### config.mk
export PLATFORM = sky130hd
export DESIGN_NAME = fir_lowpass_41_tap_core
export DESIGN_NICKNAME = d
export VERILOG_FILES = /design/src/rtl/fir41_pkg.sv /design/src/rtl/fir41_ram.sv /design/src/rtl/fir_lowpass_41_tap_core.sv
export SDC_FILE = /design/constraint.sdc
export NUM_CORES = 1
export LEC_CHECK = 0
export ABC_AREA = 0
export BUFFER_PORTS_ARGS = -buffer_cell sky130_fd_sc_hd__buf_2
export CORE_MARGIN = 2
export CORE_UTILIZATION = 25
export CTS_BUF_LIST = sky130_fd_sc_hd__clkbuf_4 sky130_fd_sc_hd__clkbuf_8
export DETAILED_ROUTE_END_ITERATION = 8
export GPL_ROUTABILITY_DRIVEN = 0
export PLACE_DENSITY = 0.42
export SLEW_MARGIN = 5
export SYNTH_ARGS = -nofsm -noshare
export SYNTH_HDL_FRONTEND = slang
export SYNTH_SLANG_ARGS = --single-unit
### constraint.sdc
create_clock -name aclk -period 13.2 [get_ports aclk]
set_clock_uncertainty 0.05 [all_clocks]
set_input_delay 1.32 -clock aclk [delete_from_list [all_inputs] [get_ports aclk]]
set_output_delay 1.32 -clock aclk [all_outputs]
set_load 0.01 [all_outputs]
### src/rtl/fir41_pkg.sv
// ----------------------------------------------------------------------------
// fir41_pkg
// Shared widths and the symmetric coefficient table of the 41-tap low-pass FIR.
// ----------------------------------------------------------------------------
`timescale 1ns / 1ps
`default_nettype none

package fir41_pkg;

    localparam int SAMPLE_BITS   = 16;
    localparam int OUT_BITS      = 17;
    localparam int OUTPUT_SHIFT  = 8;
    localparam int COEF_BITS     = 6;
    localparam int COEF_LEN      = 41;
    localparam int COEF_IDX_BITS = 7;
    localparam int PROD_BITS     = SAMPLE_BITS + COEF_BITS;
    localparam int ACC_BITS      = PROD_BITS + 6;

    typedef logic signed [SAMPLE_BITS-1:0] sample_t;
    typedef logic signed [COEF_BITS-1:0]   coef_t;
    typedef logic signed [PROD_BITS-1:0]   prod_t;
    typedef logic signed [ACC_BITS-1:0]    acc_t;

    localparam coef_t COEF_TABLE [COEF_LEN] = '{
        6'sd0,  6'sd0,  6'sd0,  -6'sd1, -6'sd1, -6'sd1, -6'sd1, -6'sd2, -6'sd2, -6'sd1,
        6'sd0,  6'sd2,  6'sd4,  6'sd7,  6'sd10, 6'sd14, 6'sd18, 6'sd21, 6'sd23, 6'sd25,
        6'sd25,
        6'sd25, 6'sd23, 6'sd21, 6'sd18, 6'sd14, 6'sd10, 6'sd7,  6'sd4,  6'sd2,  6'sd0,
        -6'sd1, -6'sd2, -6'sd2, -6'sd1, -6'sd1, -6'sd1, -6'sd1, 6'sd0,  6'sd0,  6'sd0
    };

    // Taps beyond the table weigh zero.
    function automatic coef_t coef_at(input logic [COEF_IDX_BITS-1:0] idx);
        coef_t c;
        c = '0;
        if (idx < COEF_IDX_BITS'(COEF_LEN)) begin
            c = COEF_TABLE[idx[5:0]];
        end
        return c;
    endfunction

endpackage

`default_nettype wire

### src/rtl/fir41_ram.sv
// ----------------------------------------------------------------------------
// fir41_ram
// Generic single-write, single-read RAM with registered read data.
// ----------------------------------------------------------------------------
`timescale 1ns / 1ps
`default_nettype none

module fir41_ram #(
    parameter int WIDTH = 16,
    parameter int DEPTH = 41
) (
    input  wire logic                     clk,
    input  wire logic                     wr_en,
    input  wire logic [$clog2(DEPTH)-1:0] wr_addr,
    input  wire logic [WIDTH-1:0]         wr_data,
    input  wire logic [$clog2(DEPTH)-1:0] rd_addr,
    output logic      [WIDTH-1:0]         rd_data
);

    logic [WIDTH-1:0] mem [DEPTH];

    always_ff @(posedge clk) begin
        if (wr_en) begin
            mem[wr_addr] <= wr_data;
        end
        rd_data <= mem[rd_addr];
    end

endmodule

`default_nettype wire

### src/rtl/fir_lowpass_41_tap_core.sv
// ----------------------------------------------------------------------------
// fir_lowpass_41_tap_core
// 41-tap symmetric integer low-pass FIR with one shared multiply-accumulate.
//
//   channel | direction | handshake        | payload
//   --------+-----------+------------------+--------------------------------
//   s_      | in        | s_valid/s_ready  | s_sample_in    signed 16 bits
//   m_      | out       | m_valid/m_ready  | m_filtered_out signed 17 bits
//
// One transaction steps from accept through ST_WRITE, ST_MAC, ST_DRAIN and ST_OUT
// to its result; the single multiplier takes one delay-line RAM read a cycle in ST_MAC.
// s_ready is high only while the sequencer is idle; a result may wait in the
// output register while the next transaction is accepted.
// Reset (aresetn, synchronous) clears the delay-line valid bits, so unwritten
// taps read as zero; the write slot returns to zero.
// ----------------------------------------------------------------------------
`timescale 1ns / 1ps
`default_nettype none

module fir_lowpass_41_tap_core
    import fir41_pkg::*;
#(
    parameter int TAP_COUNT = 41
) (
    input  wire logic                        aclk,
    input  wire logic                        aresetn,
    input  wire logic                        s_valid,
    output logic                             s_ready,
    input  wire logic signed [SAMPLE_BITS-1:0] s_sample_in,
    output logic                             m_valid,
    input  wire logic                        m_ready,
    output logic signed [OUT_BITS-1:0]       m_filtered_out
);

    localparam int TAP_W = $clog2(TAP_COUNT);
    localparam logic [TAP_W-1:0] LAST_TAP = TAP_W'(TAP_COUNT - 1);

    typedef enum logic [4:0] {
        ST_IDLE  = 5'b00001,
        ST_WRITE = 5'b00010,
        ST_MAC   = 5'b00100,
        ST_DRAIN = 5'b01000,
        ST_OUT   = 5'b10000
    } state_t;

    state_t                   state_reg, state_next;
    sample_t                  sample_reg, sample_next;
    logic [TAP_W-1:0]         slot_reg, slot_next;
    logic [TAP_W-1:0]         rd_idx_reg, rd_idx_next;
    logic [TAP_W-1:0]         iss_cnt_reg, iss_cnt_next;
    logic [TAP_W-1:0]         tap1_reg, tap1_next;
    logic                     rd_pend_reg, rd_pend_next;
    logic                     rd_ok_reg, rd_ok_next;
    logic                     prod_vld_reg, prod_vld_next;
    prod_t                    prod_reg, prod_next;
    acc_t                     acc_reg, acc_next;
    logic [TAP_COUNT-1:0]     valid_reg, valid_next;
    logic                     m_valid_reg, m_valid_next;
    logic signed [OUT_BITS-1:0] out_reg, out_next;

    logic                     ram_wr_en;
    logic [SAMPLE_BITS-1:0]   ram_rd_data;
    sample_t                  tap_sample;
    acc_t                     acc_shift;

    fir41_ram #(
        .WIDTH (SAMPLE_BITS),
        .DEPTH (TAP_COUNT)
    ) u_delay_ram (
        .clk     (aclk),
        .wr_en   (ram_wr_en),
        .wr_addr (slot_reg),
        .wr_data (sample_reg),
        .rd_addr (rd_idx_reg),
        .rd_data (ram_rd_data)
    );

    assign s_ready        = (state_reg == ST_IDLE);
    assign m_valid        = m_valid_reg;
    assign m_filtered_out = out_reg;
    assign ram_wr_en      = (state_reg == ST_WRITE);
    assign tap_sample     = rd_ok_reg ? sample_t'(ram_rd_data) : '0;
    assign acc_shift      = acc_reg >>> OUTPUT_SHIFT;

    always_comb begin
        state_next    = state_reg;
        sample_next   = sample_reg;
        slot_next     = slot_reg;
        rd_idx_next   = rd_idx_reg;
        iss_cnt_next  = iss_cnt_reg;
        tap1_next     = tap1_reg;
        rd_pend_next  = 1'b0;
        rd_ok_next    = rd_ok_reg;
        prod_vld_next = rd_pend_reg;
        prod_next     = tap_sample * coef_at(COEF_IDX_BITS'(tap1_reg));
        acc_next      = acc_reg;
        valid_next    = valid_reg;
        m_valid_next  = m_valid_reg;
        out_next      = out_reg;

        if (m_valid_reg && m_ready) begin
            m_valid_next = 1'b0;
        end
        if (prod_vld_reg) begin
            acc_next = acc_reg + ACC_BITS'(prod_reg);
        end

        case (state_reg)
            ST_IDLE: begin
                if (s_valid) begin
                    sample_next = s_sample_in;
                    state_next  = ST_WRITE;
                end
            end
            ST_WRITE: begin
                valid_next[slot_reg] = 1'b1;
                rd_idx_next          = slot_reg;
                iss_cnt_next         = '0;
                acc_next             = '0;
                state_next           = ST_MAC;
            end
            ST_MAC: begin
                rd_pend_next = 1'b1;
                rd_ok_next   = valid_reg[rd_idx_reg];
                tap1_next    = iss_cnt_reg;
                rd_idx_next  = (rd_idx_reg == '0) ? LAST_TAP : rd_idx_reg - 1'b1;
                iss_cnt_next = iss_cnt_reg + 1'b1;
                if (iss_cnt_reg == LAST_TAP) begin
                    state_next = ST_DRAIN;
                end
            end
            ST_DRAIN: begin
                if (!rd_pend_reg && !prod_vld_reg) begin
                    state_next = ST_OUT;
                end
            end
            ST_OUT: begin
                if (!m_valid_reg || m_ready) begin
                    out_next     = acc_shift[OUT_BITS-1:0];
                    m_valid_next = 1'b1;
                    slot_next    = (slot_reg == LAST_TAP) ? '0 : slot_reg + 1'b1;
                    state_next   = ST_IDLE;
                end
            end
            default: begin
                state_next = ST_IDLE;
            end
        endcase
    end

    always_ff @(posedge aclk) begin
        if (!aresetn) begin
            state_reg    <= ST_IDLE;
            slot_reg     <= '0;
            rd_pend_reg  <= 1'b0;
            prod_vld_reg <= 1'b0;
            valid_reg    <= '0;
            m_valid_reg  <= 1'b0;
        end else begin
            state_reg    <= state_next;
            slot_reg     <= slot_next;
            rd_pend_reg  <= rd_pend_next;
            prod_vld_reg <= prod_vld_next;
            valid_reg    <= valid_next;
            m_valid_reg  <= m_valid_next;
        end
    end

    always_ff @(posedge aclk) begin
        sample_reg  <= sample_next;
        rd_idx_reg  <= rd_idx_next;
        iss_cnt_reg <= iss_cnt_next;
        tap1_reg    <= tap1_next;
        rd_ok_reg   <= rd_ok_next;
        prod_reg    <= prod_next;
        acc_reg     <= acc_next;
        out_reg     <= out_next;
    end

`ifndef SYNTHESIS
    a_accept_to_write: assert property (@(posedge aclk) disable iff (!aresetn)
        (s_valid && s_ready) |=> (state_reg == ST_WRITE))
        else $error("accepted transaction did not start a delay-line write");

    a_result_from_out: assert property (@(posedge aclk) disable iff (!aresetn)
        $rose(m_valid_reg) |-> $past(state_reg == ST_OUT))
        else $error("result raised outside the output step");

    a_slot_range: assert property (@(posedge aclk) disable iff (!aresetn)
        slot_reg <= LAST_TAP)
        else $error("write slot out of range");

    a_mac_idx_range: assert property (@(posedge aclk) disable iff (!aresetn)
        (state_reg == ST_MAC) |-> (rd_idx_reg <= LAST_TAP))
        else $error("tap read index out of range");

    a_drained_at_out: assert property (@(posedge aclk) disable iff (!aresetn)
        (state_reg == ST_OUT) |-> (!rd_pend_reg && !prod_vld_reg))
        else $error("accumulator pipeline not empty at output");
`endif

endmodule

`default_nettype wire
==> impl_metrics.json, run 1 <==
{
  "drc": 0,
  "cp-end-kind": "flip-flop",
  "dr.pass1.iters": 5,
  "syn_nets": 2226,
  "async_flop_share_pct": 0,
  "fin_crit_ns": 7.38,
  "wirelength_um": 92000,
  "synthTopCellsByCount": "708 x edfxtp_1, 200 x mux4_2, 183 x nor2_1",
  "fillers": 13900,
  "dp.cells": 3918,
  "h-tree-depth": 4,
  "fin_ws_ns": 5.82,
  "vias_per_cell": 4.46,
  "r2r_end": "prod_reg[20]",
  "core.rowCount": 137,
  "cp.arrival_ns": 8.02,
  "vdd_drop_max_mv": 0.0775,
  "fmax_ghz": 0.136,
  "worst_path_most_repeated_cell": "fa_1",
  "overflow": 0,
  "maxCapViolations": 0,
  "crit_path_start_kind": "flip-flop",
  "reg2reg_depth": 20,
  "hold_path_class": "reg -> reg",
  "yosys.area.top_type_share_pct": 60.2,
  "syn_avg_cell_area_um2": 17.2,
  "design.core.area_um2": 140000,
  "synth_seq_area_share_pct": 66.9,
  "critPathRequiredTime_ns": 13.85,
  "cts_made_buffers": 143,
  "cts_buffer_depth": 3,
  "crit_path_max_incr_delay_ns": 0.96,
  "grt_pass1_wl_um": 134000,
  "netlist-cell-type-count": 62,
  "fin_tns_setup_ns": 0,
  "min_from": "acc_reg[24]",
  "fin_cells": 4178,
  "outcome": "completed",
  "slew_headroom_pct": 13.5,
  "wl_per_cell_um": 22.0,
  "hold_depth": 0,
  "clk_pin_slew_ns": 0.06,
  "rrSetupSlack_ns": 5.82,
  "initial_core_util_pct": 25.3,
  "syn_inst": 2058,
  "antenna_found_initial": 3,
  "finalCritPeriodShare_pct": 55.9,
  "r2r-start": "tap1_reg[2]",
  "holdBufCountCts": 0,
  "rsz0062_at_grt": "no",
  "clock_latency_ns": 0.85,
  "grt_max_degree": 115,
  "crit_type": "reg -> reg",
  "hold_viol_final": 0,
  "die_w_um": 380,
  "setup_viol": 0,
  "dp_slack_ns": 5.93,
  "path_max_fanout": 16,
  "path_cells": "ha_1, nor4b_1, nor2_1, or2_2, fa_1, fa_1, inv_1, fa_1, inv_1, fa_1, inv_1, fa_1, a21o_1, a211oi_1, o21bai_1, o31ai_1, o21ai_0, o21ai_0, o21ai_0, xor2_1",
  "min_to": "m_filtered_out[16]",
  "cts_sinks": 826,
  "syn2layout_area_growth_pct": 15.9,
  "synth_edf_count": 708,
  "slowest_stage": "nor4b_1",
  "ant_nets": 0,
  "cts_root_buf": "clkbuf_8",
  "cts_setup_buffers": 0,
  "ioPinCount": 39,
  "io_buffers": 38,
  "drt_iter0_markers": 1401,
  "die_y_um": 380,
  "largest_reg_flops": 656,
  "dp_hpwl_um": 53600,
  "ys_warn_count": 0,
  "grt_pass1_vias": 20100,
  "cts_resized": 0,
  "yosysMostFrequentCell": "edfxtp_1",
  "synth_area_leaders": "edfxtp_1 60%, mux4_2 13%, dfxtp_1 6.7%",
  "nets": 2355,
  "netlist_area_um2": 35300,
  "p_leak_nw": 14.0,
  "drive_gt1_share_pct": 25.2,
  "yosys.area.top_type": "edfxtp_1",
  "worstMarginPinSlew_ns": 1.30,
  "grt_util_all_layers_pct": 12.7,
  "synth_ff_type": "edfxtp_1",
  "ys_seq_elements": 826,
  "drv_slew": 0,
  "power_density_nw_per_um2": 135,
  "cts_tree": "built",
  "num_vias": 18700,
  "dieArea_um2": 144000
}
worst max-delay path by stage:
stage | from | end | slack (ns) | cells past startpoint
final | tap1_reg[2] | prod_reg[20] | 5.82 | 20
after global routing | tap1_reg[2] | prod_reg[18] | 5.29 | 20
after CTS | tap1_reg[2] | prod_reg[18] | 5.92 | 20
after detailed placement | tap1_reg[2] | prod_reg[18] | 5.93 | 20
after global placement | tap1_reg[2] | prod_reg[18] | 6.12 | 20
after floorplan | tap1_reg[1] | prod_reg[18] | 7.14 | 20
cell usage in the layout, fill, tap and decap left out, types with 8 or more instances in the layout:
master    instances
edfxtp_1        708
mux4_2          200
clkbuf_8        152
nor2_1          142
dfxtp_1         118
nand2_1          89
ha_1             80
a21oi_1          71
fa_1             68
clkbuf_4         64
inv_1            61
o21ai_0          55
mux2i_1          46
buf_4            45
o21a_1           44
buf_2            38
xor2_1           28
xnor2_1          27
nor2_4           25
a21o_1           19
a211oi_1         18
clkinv_1         17
nor2_2           16
nand3_1          15
nor3_1           11
nor2b_1           9
or2_2             8
final cells by class:
type	count	area, um^2	share of cell area (%)
clock inverters	39	333	0.813
flip-flops and latches	826	23600	57.7
inverters	61	229	0.559
multi-input cells	1070	11300	27.5
repair buffers	85	568	1.39
clock buffers	216	2570	6.28
diodes	5	12.5	0.0305
well taps	1876	2350	5.73
through the flow:
step	cell area [um^2]	util, %	total power, mW	hold slack (ns)
after global placement	38000	27.2	3.21	0.388
final	41000	29.3	5.53	0.397
after global routing	41000	29.3	5.76	0.419
after detailed placement	38000	27.2	3.22	0.398
after CTS	40900	29.3	5.62	0.403
after floorplan	35300	-	3.11	0.368
routing by layer:
| layer | up-vias | global-route usage [%] | part of all wire [%] |
|---|---|---|---|
| li1 | 8263 | - | - |
| met1 | 9821 | 15.9 | 43 |
| met2 | 432 | 21.8 | 50 |
| met3 | 137 | 2.44 | 4.1 |
| met4 | 0 | 4.77 | 2.6 |
| met5 | - | 0 | 0 |
critical path: cells and delay by family (launching register included):
kind,cells,cell delay (ns)
xor gates and xnor gates,1,0.15
AOI/OAI and AO/OA,7,1.61
buffers and inverters,3,0.17
adders and majority gates,6,2.67
and+or+nand+nor,3,2.01
DFF,1,0.60
report_power, final:
group	total, mW	switching, mW	internal [mW]	leakage [nW]
Clock	2.37	1.06	1.31	1.54
Combinational	0.261	0.173	0.0877	5.11
Sequential	2.90	0.0196	2.88	7.35
Total	5.53	1.26	4.28	14.0
logic make-up after synthesis:
logic type / count (synthesis) / share of synthesized area [%]
AOI/OAI and AO/OA: 262 / 4.74
xor gates and xnor gates: 55 / 1.36
adders and majority gates: 148 / 6.69
buffers and inverters: 162 / 1.88
DFF: 826 / 66.9
muxes: 247 / 14.1
and+or+nand+nor: 358 / 4.38
Note: power is estimated with default switching activity, not from simulation.
==> inputs of run 2 (changes only) <==
clock period = 7.55 ns   (was 13.2 ns; I/O delays follow)
==> run 2 against run 1 <==
Against the previous run:
- non-clock buffer count rose by 29
- clock power rose by 72%
- combinational power rose by 76%
- first-iteration DRC count fell by 12%
- critical path depth rose by 3
- setup slack got worse by 5.2 ns
- core utilization rose by 0.11 points
==> impl_metrics.json, run 2 (synthesis gave the netlist of run 1 again) <==
{
  "outcome": "completed",
  "io_buffers": 38,
  "worstMarginPinSlew_ns": 1.14,
  "ant_nets": 0,
  "syn2layout_area_growth_pct": 16.4,
  "rsz0062_at_grt": "no",
  "slew_headroom_pct": 23.6,
  "fin_tns_setup_ns": 0,
  "maxCapViolations": 0,
  "crit_path_start_kind": "flip-flop",
  "cts_made_buffers": 142,
  "cts_root_buf": "clkbuf_8",
  "grt_pass1_wl_um": 135000,
  "crit_cells": 23,
  "cp-endpoint": "prod_reg[18]",
  "clk_pin_slew_ns": 0.07,
  "grt_pass1_vias": 20400,
  "initial_core_util_pct": 25.3,
  "hold_viol_final": 0,
  "crit_type": "reg -> reg",
  "drt_iter0_markers": 1233,
  "fin_crit_ns": 6.96,
  "cts_resized": 0,
  "reg2reg_depth": 23,
  "vdd_drop_max_mv": 0.126,
  "cp.arrival_ns": 7.60,
  "critical_path.top_delay_family": "adder cells",
  "core.rowCount": 137,
  "dp.cells": 3931,
  "fin_ws_ns": 0.593,
  "grt_util_all_layers_pct": 12.8,
  "largest_reg_flops": 656,
  "grt_max_degree": 106,
  "dp_slack_ns": 0.642,
  "design.core.area_um2": 140000,
  "p_leak_nw": 14.1,
  "cp-startpoint": "tap1_reg[1]",
  "clock_latency_ns": 0.84,
  "path_cells": "inv_1, ha_1, mux2i_1, mux4_2, nor2_1, nor2_1, or2_2, fa_1, fa_1, inv_1, fa_1, inv_1, fa_1, inv_1, fa_1, a21o_1, a211oi_1, o21bai_1, o31ai_1, o21ai_0, nor4_1, nor3_1, xor2_1",
  "h-tree-depth": 4,
  "cts_setup_buffers": 0,
  "cts_buffer_depth": 3,
  "dp_hpwl_um": 53900,
  "fillers": 13900,
  "cp-end-kind": "flip-flop",
  "nets": 2383,
  "rrSetupSlack_ns": 0.59,
  "die_y_um": 380,
  "overflow": 0,
  "final_common_cell": "edfxtp_1",
  "ioPinCount": 39,
  "crit_path_max_incr_delay_ns": 0.77,
  "path_max_fanout": 16,
  "dr.pass1.iters": 5,
  "critPathRequiredTime_ns": 8.20,
  "num_vias": 18700,
  "fin_cells": 4204,
  "worst_path_most_repeated_cell": "fa_1",
  "wirelength_um": 92100,
  "dieArea_um2": 144000,
  "setup_viol": 0,
  "power_density_nw_per_um2": 233,
  "die_w_um": 380,
  "r2r-start": "tap1_reg[1]",
  "drc": 0,
  "layout_common_cells": "708 x edfxtp_1, 200 x mux4_2, 149 x clkbuf_8",
  "r2r_end": "prod_reg[18]",
  "vias_per_cell": 4.46,
  "wl_per_cell_um": 21.9,
  "hold_path_class": "in -> reg",
  "drive_gt1_share_pct": 25.2,
  "finalCritPeriodShare_pct": 92.1,
  "slowest_stage": "nor2_1",
  "drv_slew": 0,
  "cts_tree": "built",
  "cts_sinks": 826,
  "cp_num_buf_inv": 4,
  "antenna_found_initial": 4,
  "fmax_ghz": 0.144
}
run 2: cell types whose count changed in the layout (fill, tap and decap cells not counted), sizes merged:
cell	delta
buf	+13
clkbuf	-7
dlygate4sd3	+16
diode	-1
clkinv	+6
bufinv	-1
run 2: cell type report:
type / instances / area, um^2 / share of cell area (%)
antenna: 4 / 10.0 / 0.0243
clock buffer: 209 / 2500 / 6.08
clock inverter: 44 / 335 / 0.816
inverter: 61 / 229 / 0.557
multi-input combinational: 1070 / 11200 / 27.4
sequential: 826 / 23600 / 57.5
tap: 1876 / 2350 / 5.71
timing repair buffer: 114 / 826 / 2.01
run 2: timing repair:
action / CTS / global route
setup endpoints to repair: 0 / 0
hold buffers: 16 / 0
endpoints found under the hold margin: 16 / 0
run 2: how the worst min path moves through the flow:
stage,start,to,slack (ns),cells after the start
floorplan,acc_reg[24],m_filtered_out[16],0.37,0
global placement,acc_reg[24],m_filtered_out[16],0.38,0
detailed placement,acc_reg[24],m_filtered_out[16],0.39,0
CTS,s_valid,state_reg[0],0.05,2
global route,s_valid,state_reg[1],0.11,2
finish,s_valid,state_reg[0],0.17,2
run 2: worst reg2reg max path, cell delays in order, from the launching register on:
cell and delay [ns]:
edfxtp_1 0.51, inv_1 0.19, ha_1 0.35, mux2i_1 0.16, mux4_2 0.27, nor2_1 0.04
nor2_1 0.77, or2_2 0.26, fa_1 0.40, fa_1 0.49, inv_1 0.05, fa_1 0.47
inv_1 0.05, fa_1 0.49, inv_1 0.06, fa_1 0.39, a21o_1 0.21, a211oi_1 0.26
o21bai_1 0.17, o31ai_1 0.43, o21ai_0 0.27, nor4_1 0.25, nor3_1 0.11, xor2_1 0.14
run 2: power breakdown:
part	internal [mW]	leakage, nW	switching [mW]
Sequential	5.03	7.35	0.0360
Combinational	0.159	5.24	0.301
Clock	2.21	1.50	1.86
Total	7.40	14.1	2.20
run 2: metrics by stage:
stage | power [mW] | cell area, um^2 | util, % | hold slack, ns
global placement | 5.61 | 38100 | 27.2 | 0.383
global route | 9.99 | 41100 | 29.4 | 0.112
finish | 9.60 | 41100 | 29.4 | 0.169
CTS | 9.76 | 41100 | 29.4 | 0.0458
detailed placement | 5.62 | 38100 | 27.2 | 0.389
floorplan | 5.44 | 35300 | - | 0.368
run 2: metal layers:
layer | share of wire [%] | up-vias | GRT usage [%]
met5 | 0 | - | 0
met4 | 1.9 | 0 | 3.95
met3 | 4.1 | 146 | 2.38
met2 | 50 | 421 | 21.7
met1 | 44 | 9841 | 16.5
li1 | - | 8322 | -
==> inputs of run 3 (changes only) <==
BUFFER_PORTS_ARGS = not set   (was -buffer_cell sky130_fd_sc_hd__buf_2)
DONT_BUFFER_PORTS = 1   (was not set)
==> run 3 against run 2 <==
Against the previous run:
- global-route usage shrank 0.19 points
- first-iteration DRC count is 5.3% lower
- sequential share of layout area grew 0.23 points
- clock power down 2%
- critical path depth fell by 1
- wire length shrank 0.59%
- critical path type unchanged
- largest power group unchanged
==> impl_metrics.json, run 3 (synthesis gave the netlist of run 1 again) <==
{
  "hold_viol_final": 0,
  "maxCapViolations": 0,
  "outcome": "completed",
  "rsz0062_at_grt": "no",
  "drv_slew": 0,
  "cts_tree": "built",
  "wirelength_um": 91500,
  "fmax_ghz": 0.143,
  "grt_util_all_layers_pct": 12.6,
  "cts_setup_buffers": 0,
  "vias_per_cell": 4.46,
  "cp-end-kind": "flip-flop",
  "crit_path_max_incr_delay_ns": 0.82,
  "final_common_cell": "edfxtp_1",
  "crit_path_start_kind": "flip-flop",
  "cts_sinks": 826,
  "ant_nets": 0,
  "grt_max_degree": 98,
  "num_vias": 18600,
  "path_cells": "inv_1, ha_1, mux4_2, nor2_1, nor2_1, or2_2, fa_1, fa_1, inv_1, fa_1, inv_1, fa_1, inv_1, fa_1, a21o_1, a211oi_1, o21bai_1, o31ai_1, o21ai_0, nor4_1, nor3_1, xor2_1",
  "dp.cells": 3893,
  "initial_core_util_pct": 25.3,
  "hold_path_class": "in -> reg",
  "fin_crit_ns": 7.00,
  "layout_common_cells": "708 x edfxtp_1, 200 x mux4_2, 145 x clkbuf_8",
  "h-tree-depth": 4,
  "fin_tns_setup_ns": 0,
  "slowest_stage": "nor2_1",
  "fin_ws_ns": 0.549,
  "setup_viol": 0,
  "core.rowCount": 137,
  "io_buffers": 0,
  "dp_slack_ns": 0.534,
  "nets": 2346,
  "clk_pin_slew_ns": 0.06,
  "design.core.area_um2": 140000,
  "worstMarginPinSlew_ns": 1.08,
  "grt_pass1_vias": 20100,
  "critPathRequiredTime_ns": 8.19,
  "slew_headroom_pct": 27.5,
  "ioPinCount": 39,
  "power_density_nw_per_um2": 233,
  "crit_type": "reg -> reg",
  "drc": 0,
  "p_leak_nw": 14.0,
  "fin_cells": 4171,
  "drive_gt1_share_pct": 24.0,
  "vdd_drop_max_mv": 0.115,
  "drt_iter0_markers": 1168,
  "antenna_found_initial": 3,
  "wl_per_cell_um": 21.9,
  "syn2layout_area_growth_pct": 15.9,
  "overflow": 0,
  "cts_buffer_depth": 3,
  "die_y_um": 380,
  "cts_made_buffers": 140,
  "dp_hpwl_um": 52900,
  "dieArea_um2": 144000,
  "path_max_fanout": 16,
  "dr.pass1.iters": 5,
  "cts_root_buf": "clkbuf_8",
  "clock_latency_ns": 0.86,
  "largest_reg_flops": 656,
  "fillers": 13900,
  "finalCritPeriodShare_pct": 92.7,
  "cp.arrival_ns": 7.64,
  "die_w_um": 380,
  "grt_pass1_wl_um": 134000,
  "worst_path_most_repeated_cell": "fa_1"
}
## run 3: path summary, 6_finish.rpt
kind	startpoint	end	slack [ns]	cells past startpoint
setup reg to reg	tap1_reg[2]	prod_reg[18]	0.55	22
setup / recovery	tap1_reg[2]	prod_reg[18]	0.55	22
hold / removal	aresetn	slot_reg[4]	0.13	2
hold reg to reg	acc_reg[24]	m_filtered_out[16]	0.41	0
## run 3: timing repair
item | CTS | global route
hold buffers | 19 | 0
gates resized for setup | 0 | 0
hold endpoints to repair | 66 | 0
## run 3: area by class of cell
class                      instances  area, um^2  share of cell area [%]
clock inverter                    40         300                   0.733
sequential                       826       23600                    57.7
inverter                          61         229                   0.559
clock buffer                     212        2500                    6.10
tap                             1876        2350                    5.73
multi-input combinational       1070       11200                    27.4
antenna                            7        17.5                  0.0428
timing repair buffer              79         708                    1.73
## run 3: critical path: cells and delay by family (launching register included)
kind                     cells  cell delay (ns)
adder cells (fa/ha/maj)      6             2.61
XOR/XNOR                     1             0.15
AO/OA/AOI/OAI                5             1.32
AND/OR/NAND/NOR              5             1.52
buffers and inverters        4             0.36
flip-flops                   1             0.63
multiplexers                 1             0.23
## run 3: per-layer routing
metal / wire (um) / share of wire [%] / vias up / global-route usage [%]
met2: 46100 / 50 / 387 / 21.5
met1: 40400 / 44 / 9835 / 16.1
met3: 3430 / 3.8 / 116 / 2.40
li1: - / - / 8248 / -
met5: 0 / 0 / - / 0
met4: 1660 / 1.8 / 0 / 3.70
## run 3: per-stage QoR
stage | util [%] | hold slack, ns | cell area, um^2 | power, mW
finish | 29.3 | 0.134 | 41000 | 9.53
global route | 29.3 | 0.0723 | 40900 | 9.91
CTS | 29.3 | 0.0119 | 40900 | 9.71
detailed placement | 27.1 | 0.403 | 37900 | 5.61
global placement | 27.1 | 0.391 | 37900 | 5.60
floorplan | - | 0.368 | 35300 | 5.44
## run 3: report_power, final
part / switching (mW) / internal (mW)
combinational: 0.306 / 0.158
sequential: 0.0304 / 5.03
clock: 1.86 / 2.15
total: 2.19 / 7.33
